==> src/rtl/core/assert_macros.svh <==
// Assertion macros shared by the RTL files that carry concurrent checks.
// Depends on nothing; included by bare file name.
`ifndef ASSERT_MACROS_SVH
`define ASSERT_MACROS_SVH
// implication checked every clock outside reset
`define ASSERT_IMPL(label, clk, rst, ante, cons, msg) \
  label: assert property (@(posedge clk) disable iff (rst) (ante) |-> (cons)) else $error(msg);
// implication checked in the cycle after the antecedent
`define ASSERT_NEXT(label, clk, rst, ante, cons, msg) \
  label: assert property (@(posedge clk) disable iff (rst) (ante) |=> (cons)) else $error(msg);
`endif

==> src/rtl/core/omws_ram.sv <==
// Generic single-port-write, single-read RAM with registered read data.
// Depends on nothing.
module omws_ram #(
  parameter int WIDTH = 8,
  parameter int DEPTH = 16,
  parameter int AW = (DEPTH > 1) ? $clog2(DEPTH) : 1
) (
  input  logic             clk,
  input  logic             we,
  input  logic [AW-1:0]    waddr,
  input  logic [WIDTH-1:0] wdata,
  input  logic [AW-1:0]    raddr,
  output logic [WIDTH-1:0] rdata
);
  logic [WIDTH-1:0] mem [DEPTH];
  always_ff @(posedge clk) begin
    if (we) mem[waddr] <= wdata;
    rdata <= mem[raddr];
  end
endmodule

==> config.mk <==
export PLATFORM = sky130hd
export DESIGN_NAME = omws_ram
export DESIGN_NICKNAME = d
export VERILOG_FILES = /design/src/rtl/core/assert_macros.svh /design/src/rtl/core/omws_ram.sv
export SDC_FILE = /design/constraint.sdc
export NUM_CORES = 1
export LEC_CHECK = 0
export ABC_AREA = 1
export BUFFER_PORTS_ARGS = -buffer_cell sky130_fd_sc_hd__clkbuf_2
export CELL_PAD_IN_SITES_DETAIL_PLACEMENT = 1
export CELL_PAD_IN_SITES_GLOBAL_PLACEMENT = 1
export CORE_MARGIN = 2
export CORE_UTILIZATION = 38
export DETAILED_ROUTE_END_ITERATION = 10
export PLACE_DENSITY_LB_ADDON = 0.05
export SLEW_MARGIN = 20
export SYNTH_ARGS = -nofsm -noshare
export SYNTH_HDL_FRONTEND = slang
export SYNTH_SLANG_ARGS = --single-unit
==> constraint.sdc <==
create_clock -name clk -period 1.5 [get_ports clk]
set_input_delay 0.15 -clock clk [delete_from_list [all_inputs] [get_ports clk]]
set_output_delay 0.15 -clock clk [all_outputs]
set_load 0.005 [all_outputs]
; Word-level counts from Yosys, hierarchy flattened
; Memories as Yosys holds them, arrays and structs flattened. A register that Yosys moved wholly into a read port is not among the register bits.
; Index checks and enable logic that the tools add are counted.
[totals]
regBits = 0
ramBits = 128
output_inout_bits = 8
elab_cells = 3
n_memories = 1
[memory_table]
columns = memory, depth, word_bits, read_ports, rd_clocked_by_memory_dff, wr, line
row1 = mem, 16, 8, 1, 1, 1, omws_ram.sv:15  ; logic [WIDTH-1:0] mem [DEPTH];
[classes]
muxes = 2
[op_table]
columns = op, count
row1 = $mux 1, 2

; Logic depth before layout (Yosys ltp)
; Gate-level depths: netlist of the first run.
[logic_depth]
word_depth = 2
mapped_depth = 8
mapped_depth_nobuf = 7

; Worst setup path after synthesis of the first run
; Ideal clock, no wire load.
[synth_timing]
path_kind = input to register
start = in waddr[2]
end = mem mem[10][0] (enable)
setup_time_ps = 370
arrival_ps = 731
required_ps = 1130
path_slack_ps = 399
stages = 2
path_cell_list = nand3b_1 -> nor2_1
[synth_lines]
columns = item, line
row1 = start: declaration, omws_ram.sv:10  ; input logic [AW-1:0] waddr,
row2 = end: declaration, omws_ram.sv:15
; No word-level cell before the write port.

; Worst setup path after layout of the first run
[layout_timing]
start = reg rdata[2] (read register of mem)
end = out rdata[2]
[layout_lines]
columns = item, line
row1 = start: declaration, omws_ram.sv:13  ; output logic [WIDTH-1:0] rdata
; No word-level cell between the ends.

==> out/results.ini, run 1 <==
[power_and_ir_drop]
ir_drop_mv=0.718
p_seq_share_pct=49.8
power_density_nw_per_um2=1270
switching_share_pct=22.5
comb_power_share_pct=6.6
pwr-share-clk_pct=43.7
p_leak_nw=2.94
p_int_mw=6.66
p_sw_mw=1.94

[cells_and_area]
diodes=0
fillers=1612
mostFrequentLayoutCell=nand2_1
finalNetCount=617
multiInputGateArea_um2=1210
area_delta_synth_final_pct=17.1
fin_util_pct=44.9
layout-drive-gt1-share_pct=13.1
regArea_um2=4000
layout.cells.non_filler=800
layout_common_cells=nand2_1, edfxtp_1, inv_1
fin_area_um2=6760

[floorplan]
num_io_pins=26
rows=45
die_area_um2=16200
die_w_um=127
start_util_pct=38.4
core_area_um2=15000
die_height_um=127

[yosys]
yosysSeqAreaShare_pct=69.4
synth_area_um2=5770
synth-simple-area-share_pct=21.0
ys_ff_latch=136
yosys.area_share.adder_pct=0
yosysUniqueCellTypes=12
muxShareOfSynthArea_pct=0
avgSynthCellArea_um2=10.5
synth_top_family_by_area=simple AND/OR/NAND/NOR gates
yosys_warnings=0
syn_inst=551
syn_nets=569
synthXorXnorAreaFrac_pct=0
synth_compound_area_share_pct=0

[cts]
root_buffer=clkbuf_16
clock-sinks=136
tritoncts=done
cts.clk_slew.worst_paths_ps=60
ctsHoldBuffers=0
clk_latency_ps=420
h-tree-depth=4
post_cts_resize_count=0
post_cts_buffers=0
cts_made_buffers=17
clk_path_buf_depth=2

[worst_hold_path]
min_path_cells=3
hold_path.class=in -> reg
min_to=rdata[5]
min_from=raddr[3]

[routing]
route.met3.wl_um=370
ant_nets=0
viasPerCell=4.81
routed_wirelength_um=15400
drc=0
top_layer=met4
drt-met1-wl_um=7150
first_iter_violations=264
drt-pass1-iter-count=4
routed-wl-met2_um=7570
wl_per_cell_um=19.2
vias=3847

[place]
gp_congestion=0.787
port_buffers=25
dp_cells=768
placed_area_um2=6230
hpwl_um=9740

[grt]
grt_pass1_vias=4026
grt-ovfl-total=0
grt_max_degree=40
grtUsageTotal_pct=20.8
antenna_found_initial=0
grt_pass1_wl_um=24100

[setup_path]
cp-end-kind=output port
cpLargestDelayFamily=flip-flops
r2r-end=rdata[3]
critical_path_cell_count=1
cp_num_buf_inv=1
cp_slowest_cell=dfxtp_1
crit_path_start_kind=flop
crit_fanout=1
arrival_ps=950
cpPeakStageDelay_ps=400
path_class=reg -> out
crit_chain=clkbuf_2
required_ps=1350
r2r_slack_ps=400
r2r_start=mem[7][3]
reg2regPathDepth=6

[timing]
finalSetupTns_ps=0
slew_headroom_pct=68.3
max_freq_ghz=0.906
fin_crit_sh_pct=73.6
rsz0062_at_grt=no
layout_min_cycle_time_ps=1100
finalHoldViolCount=0
final_max_slew_viol_count=0
fin_skew_ps=7.61
worst_pin_slew_ps=475
setup_viol=0
whs_ps=129

[job]
cap_violations=0

[run_status]
status=complete, no violations

## state kept, by name, summed over array words and instances (netlist names)
register / flops
mem: 128
rdata: 8
## final cells by class
cell class | instances | area share (%)
sequential | 136 | 59.3
clock buffer | 20 | 6.46
tap | 188 | 3.48
timing repair buffer | 53 | 5.89
multi-input combinational | 289 | 18.0
inverter | 102 | 5.67
clock inverter | 12 | 1.26
## through the flow
stage,setup WS [ps],power [mW]
2_1_floorplan,399,4.65
3_3_place_gp,181,4.93
3_5_place_dp,173,4.94
4_1_cts,374,8.69
5_1_grt,342,8.89
6_report,396,8.60
## cell usage after synthesis
library cell  number  area, µm²
inv_2              2       7.51
nand3b_1           2       15.0
edfxtp_1         128       3840
buf_1              1       3.75
nor2_1            17       63.8
inv_1            100        375
nand2_1          173        649
dfxtp_1            8        160
nand3_1           97        485
buf_6              6       67.6
buf_4              4       30.0
buf_2             13       65.1
## worst max-delay path by stage
stage                         start         end  slack (ps)
after floorplan            waddr[2]  mem[10][0]         400
after global placement     raddr[0]    rdata[6]         180
after detailed placement   raddr[0]    rdata[6]         170
after CTS                  rdata[2]    rdata[2]         370
after global routing      mem[7][3]    rdata[3]         340
final                      rdata[2]    rdata[2]         400
## power groups by stage
stage                     sequential [mW]  clock, mW  combinational, mW
after global placement               4.36          0              0.572
after detailed placement             4.36          0              0.580
final                                4.28       3.75              0.564
after CTS                            4.28       3.83              0.584
after floorplan                      4.35          0              0.300
after global routing                 4.28       3.97              0.635
## routing by layer
metal  GRT usage (%)  up-vias
li1                -     1866
met1            27.1     1909
met2            34.9       53
met3            3.89       19
met4            7.63        0
met5               0        -
## cells by family (layout without fill, tap and decap cells)
logic type,after synthesis,after routing
AND/OR/NAND/NOR,289,289
flip-flops,136,136
buffers and inverters,126,187
## worst min-delay path: stages
cell	delay, ps
clkbuf_2	190
nand3_1	120
nand2_1	40
(Power assumes the default switching activity.)
==> inputs of run 2 (changes only) <==
- clock period: 1.5 -> 0.97 ns (I/O delays scaled with it)
==> run 2 against run 1 <==
  * The run now ends with setup timing left
  * First-iteration DRC count increased by 0.38%
  * Total power increased by 68%
  * Register-to-register slack got worse by 390 ps
  * Global-route usage increased by 0.46 points
  * Count of clock-buffer cells in the layout increased by 3
  * Critical path type unchanged
  * Critical endpoint is now rdata[4]
==> out/results.ini, run 2 (synthesized netlist as in run 1, its figures left out) <==
[timing]
setup_viol=1  ; +1
worst_slack_ps=-10.3  ; -406 ps
fin_crit_sh_pct=101
finalSetupTns_ps=-10.3  ; -10.3 ps
final_max_slew_viol_count=0  ; unchanged
fin_skew_ps=7.97  ; +0.354 ps
layout_min_cycle_time_ps=980
finalHoldViolCount=0  ; unchanged
rsz0062_at_grt=yes
slew_headroom_pct=66.9  ; -1.5 points
max_freq_ghz=1.02
worst_pin_slew_ps=497  ; +21.8 ps

[grt]
grtUsageTotal_pct=21.2  ; +0.46 points
grt_max_degree=41  ; +2.5%
antenna_found_initial=0  ; unchanged
grt_pass1_wl_um=24900  ; +3.5%
grt_pass1_vias=4273  ; +6.1%
grt-ovfl-total=0  ; unchanged

[power_and_ir_drop]
p_sw_mw=3.07  ; +59%
pwr-share-clk_pct=46.9  ; +3.2 points
ir_drop_mv=1.17  ; +63%
p_leak_nw=3.14  ; +6.6%
p_total_mw=14.4  ; +68%
p_int_mw=11.3  ; +70%
power_density_nw_per_um2=1980  ; +56%
p_seq_share_pct=46.0  ; -3.8 points
comb_power_share_pct=7.2  ; +0.6 points
switching_share_pct=21.3  ; -1.2 points

[routing]
wl_per_cell_um=19.5  ; +1.7%
routed_wirelength_um=15800  ; +2.5%
drt-pass1-iter-count=4  ; unchanged
drc=0  ; unchanged
viasPerCell=4.91  ; +2.2%
first_iter_violations=265  ; +0.38%
ant_nets=0  ; unchanged
vias=3961  ; +3.0%

[setup_path]
crit_fanout=1  ; unchanged
reg2regPathDepth=6  ; unchanged
required_ps=870  ; -480 ps
cp_num_buf_inv=1  ; unchanged
cpPeakStageDelay_ps=360  ; -40 ps
path_class=reg -> out
crit_path_start_kind=flop
r2r_start=mem[15][5]
cp-end-kind=output port
cpLargestDelayFamily=flip-flops
r2r-end=rdata[5]
r2r_slack_ps=10  ; -390 ps
cp_slowest_cell=dfxtp_4
crit_chain=buf_6
arrival_ps=880  ; -70 ps

[cells_and_area]
mostFrequentLayoutCell=nand2_1
layout-drive-gt1-share_pct=23.9  ; +11 points
fin_area_um2=7270  ; +7.6%
fillers=1640  ; +1.7%
area_delta_synth_final_pct=26.1
layout_common_cells=nand2_1, edfxtp_1, inv_1
diodes=0  ; unchanged
fin_util_pct=48.4  ; +3.4 points
regMostFlops=mem
largest_reg_flops=128  ; unchanged
finalNetCount=623  ; +0.97%
reg_top3=mem x128, rdata x8

[cts]
h-tree-depth=4  ; unchanged
ctsHoldBuffers=0  ; unchanged
post_cts_buffers=0  ; unchanged
cts_made_buffers=17  ; unchanged
clk_path_buf_depth=2  ; unchanged
cts.clk_slew.worst_paths_ps=60  ; about the same
clk_latency_ps=420  ; about the same
clock-sinks=136  ; unchanged
tritoncts=done
root_buffer=clkbuf_16

[floorplan]
core_area_um2=15000  ; unchanged
die_w_um=127  ; unchanged
rows=45  ; unchanged
die_height_um=127  ; unchanged
die_area_um2=16200  ; unchanged
start_util_pct=38.4  ; unchanged
num_io_pins=26  ; unchanged

[place]
placed_area_um2=6370  ; +2.2%
dp_slack_ps=-319  ; -493 ps
port_buffers=25  ; unchanged
gp_congestion=0.800  ; +1.7%
hpwl_um=9920  ; +1.9%

[job]
cap_violations=0  ; unchanged

[run_status]
violations=setup timing
status=complete, but fails checks

[worst_hold_path]
min_from=wdata[2]
hold_path.class=in -> reg
min_path_cells=1  ; -2
min_to=mem[12][2]

==> run 2: cell types whose count changed in the layout (fill, tap and decap cells not counted), moves of 5 or more <==
cell | previous run | this run
nand3_1 | 97 | 52
nor2_1 | 17 | 11
buf_12 | 5 | 11
dfxtp_2 | 0 | 5
dfxtp_1 | 8 | 2
nor2_2 | 0 | 6
nand3_2 | 0 | 41
==> run 2: worst max path at each step <==
| stage | start | to | slack [ps] | depth (start not counted) |
|---|---|---|---|---|
| after floorplan | waddr[2] | mem[10][0] | -80 | 2 |
| after global placement | raddr[0] | rdata[7] | -300 | 8 |
| after detailed placement | raddr[0] | rdata[7] | -320 | 8 |
| after CTS | rdata[4] | rdata[4] | -50 | 1 |
| after global routing | mem[11][3] | rdata[3] | -50 | 6 |
| final | rdata[4] | rdata[4] | -10 | 1 |
==> run 2: final cells by class <==
type	instances	area [µm²]	share of cell area, %
clock inverter	9	146	2.01
sequential	136	4010	55.2
timing repair buffer	59	531	7.30
inverter	102	383	5.27
tap	188	235	3.24
multi-input combinational	289	1490	20.5
clock buffer	23	468	6.44
==> run 2: power groups by stage <==
stage | Clock (mW) | Sequential [mW] | Combinational [mW]
3_5_place_dp | 0 | 6.74 | 0.942
5_1_grt | 7.15 | 6.64 | 1.15
6_report | 6.76 | 6.63 | 1.04
4_1_cts | 6.88 | 6.63 | 0.997
3_3_place_gp | 0 | 6.74 | 0.933
2_1_floorplan | 0 | 6.73 | 0.468
==> run 2: layer usage <==
metal,vias to the layer above,global-route usage (%),routed length (µm)
met1,1990,27.2,7070
met2,70,35.2,7830
li1,1881,-,-
met4,0,8.79,369
met5,-,0,0
met3,20,4.65,483
==> run 2: per-stage QoR <==
stage          cells  hold slack (ps)
2_1_floorplan    551              196
3_3_place_gp     774              470
3_5_place_dp     774              473
4_1_cts          806              145
5_1_grt          806              191
6_report         806              170
==> run 2: what timing repair did <==
action / 4_1_cts / 5_1_grt
pin swaps: 7 / 13
resized for setup: 31 / 33
endpoints found under the setup margin: 12 / 13
==> inputs of run 3 (changes only) <==
- CORE_MARGIN: 2 -> not set
- CTS_CLUSTER_SIZE: not set -> 8
- REMOVE_ABC_BUFFERS: not set -> 1
==> run 3 against run 2 <==
  * The run still ends with setup timing left
  * Critical path depth stayed put
  * Fmax is 0.55% lower
  * Register-to-register slack hardly changed
  * Total power is 1.8% lower
  * Combinational power is 7% lower
  * First-iteration DRC count is 49% lower
  * Sequential cell count stayed put
  * Hold slack worse by 56 ps
  * Non-clock buffer count stayed put
  * Count of clock-buffer cells in the layout is 6 lower
  * Clock skew is 2.9 ps lower
  * Setup slack worse by 5.4 ps
  * Critical endpoint is now rdata[6]
  * Largest cell class unchanged
  * Largest power group is now sequential cells
==> out/results.ini, run 3 (synthesized netlist as in run 1, its figures left out) <==
[run_status]
status=complete, but fails checks
violations=setup timing

[timing]
worst_slack_ps=-15.7  ; -5.37 ps
slew_headroom_pct=73.6  ; +6.7 points
final_max_slew_viol_count=0  ; unchanged
max_freq_ghz=1.01  ; -0.55%
worst_pin_slew_ps=396  ; -100 ps
rsz0062_at_grt=yes
fin_skew_ps=5.07  ; -2.89 ps
setup_viol=1  ; unchanged
fin_crit_sh_pct=102  ; +0.55 points
layout_min_cycle_time_ps=986  ; +5.37 ps
finalHoldViolCount=0  ; unchanged

[setup_path]
critical_path_cell_count=1  ; unchanged
reg2regPathDepth=6  ; unchanged
r2r-end=rdata[5]
cpLargestDelayFamily=flip-flops
r2r_start=mem[5][5]
cp-end-kind=output port
crit_fanout=1  ; unchanged
path_class=reg -> out
required_ps=870  ; about the same
arrival_ps=890  ; about the same
cp_slowest_cell=dfxtp_2
cpPeakStageDelay_ps=350  ; about the same
crit_path_start_kind=flop
r2r_slack_ps=20  ; about the same
crit_chain=clkbuf_2
cp_num_buf_inv=1  ; unchanged

[cts]
clock-sinks=136  ; unchanged
h-tree-depth=4  ; unchanged
cts.clk_slew.worst_paths_ps=60  ; about the same
root_buffer=clkbuf_16
clk_latency_ps=420  ; about the same
clk_path_buf_depth=2  ; unchanged
cts_made_buffers=17  ; unchanged
ctsHoldBuffers=0  ; unchanged
post_cts_buffers=0  ; unchanged
tritoncts=done

[routing]
drc=0  ; unchanged
ant_nets=0  ; unchanged
drt-pass1-iter-count=4  ; unchanged
wl_per_cell_um=18.5  ; -5.6%
first_iter_violations=134  ; -49%
routed_wirelength_um=14800  ; -6.0%
viasPerCell=4.86  ; -1.1%
vias=3899  ; -1.6%

[job]
cap_violations=0  ; unchanged

[place]
placed_area_um2=6260  ; -1.7%
port_buffers=25  ; unchanged
dp_slack_ps=-277  ; +42.3 ps
hpwl_um=9410  ; -5.1%
gp_congestion=0.725  ; -9.4%

[floorplan]
num_io_pins=26  ; unchanged
start_util_pct=39.4  ; +1.0 points
rows=44  ; -2.2%
die_area_um2=15700  ; -3.1%
die_height_um=125  ; -1.6%
die_w_um=125  ; -1.6%
core_area_um2=14600  ; -2.6%

[cells_and_area]
regArea_um2=4010  ; -0.12%
multiInputGateArea_um2=1480  ; -0.84%
fillers=1578  ; -3.8%
diodes=0  ; unchanged
mostFrequentLayoutCell=nand2_1
area_delta_synth_final_pct=24.0
reg_top3=mem x128, rdata x8
layout-drive-gt1-share_pct=24.9  ; +0.97 points
largest_reg_flops=128  ; unchanged
fin_area_um2=7150  ; -1.7%
finalNetCount=623  ; unchanged
layout_common_cells=nand2_1, edfxtp_1, inv_1
regMostFlops=mem

[power_and_ir_drop]
power_density_nw_per_um2=1980  ; -0.17%
p_int_mw=10.9  ; -3.6%
pwr-share-clk_pct=46.5  ; -0.4 points
ir_drop_mv=1.26  ; +7.6%
p_sw_mw=3.22  ; +4.7%
p_seq_share_pct=46.7  ; +0.7 points
p_leak_nw=3.11  ; -0.95%
comb_power_share_pct=6.8  ; -0.4 points
switching_share_pct=22.7  ; +1.4 points

[worst_hold_path]
min_to=rdata[4]
min_from=raddr[2]
hold_path.class=in -> reg
min_path_cells=4  ; +3

[grt]
antenna_found_initial=0  ; unchanged
grt_pass1_wl_um=23500  ; -5.6%
grt_max_degree=39  ; -4.9%
grtUsageTotal_pct=20.8  ; -0.43 points
grt_pass1_vias=4059  ; -5.0%
grt-ovfl-total=0  ; unchanged

## run 3: cell types whose count changed in the layout (fill, tap and decap cells not counted), sizes merged
cell	change
clkbuf	-6
clkinvlp	+5
inv	+2
bufinv	-1
## run 3: cell type report
cell class,count,share of cell area (%)
repair buffers,59,6.20
well taps,184,3.22
inverters,102,5.36
clock buffers,17,5.95
clock inverters,15,2.49
multi-input cells,289,20.7
flip-flops and latches,136,56.1
## run 3: per-layer routing
metal | share of wire, % | wire, µm | vias up | GRT usage, %
li1 | - | - | 1882 | -
met2 | 50 | 7340 | 51 | 34.1
met1 | 46 | 6870 | 1952 | 27.5
met5 | 0 | 0 | - | 0
met4 | 0.99 | 146 | 0 | 6.89
met3 | 3.1 | 453 | 14 | 4.54
## run 3: how the worst max path moves through the flow
stage,startpoint,end,slack (ps)
after floorplan,raddr[0],rdata[2],-110
after global placement,raddr[0],rdata[5],-240
after detailed placement,raddr[0],rdata[5],-280
after CTS,rdata[6],rdata[6],-40
after global routing,rdata[6],rdata[6],-50
final,rdata[6],rdata[6],-20
## run 3: repair_timing
| item | in CTS | in global routing |
|---|---|---|
| resized for setup | 12 | 52 |
| pin swaps | 0 | 39 |
| setup endpoints to repair | 8 | 12 |
## run 3: worst min-delay path: stages
cell	delay, ps
clkbuf_2	140
nand3_1	120
nand3_2	70
nand2_2	70
## run 3: stage by stage
stage	power (mW)	instances	setup TNS, ps	hold WS (ps)	util, %
floorplan	7.08	527	-7880	196	-
global placement	7.58	770	-16770	471	42.8
detailed placement	7.61	770	-19580	470	42.8
CTS	14.3	802	-65.3	101	47.2
global route	14.7	802	-216	99.6	48.8
finish	14.2	802	-15.7	114	48.8
## run 3: power by group through the flow
stage | logic, mW | clock network, mW | registers (mW)
after global routing | 1.08 | 6.97 | 6.63
after global placement | 0.852 | 0 | 6.73
final | 0.964 | 6.58 | 6.61
after detailed placement | 0.873 | 0 | 6.73
after floorplan | 0.355 | 0 | 6.73
after CTS | 0.898 | 6.74 | 6.61
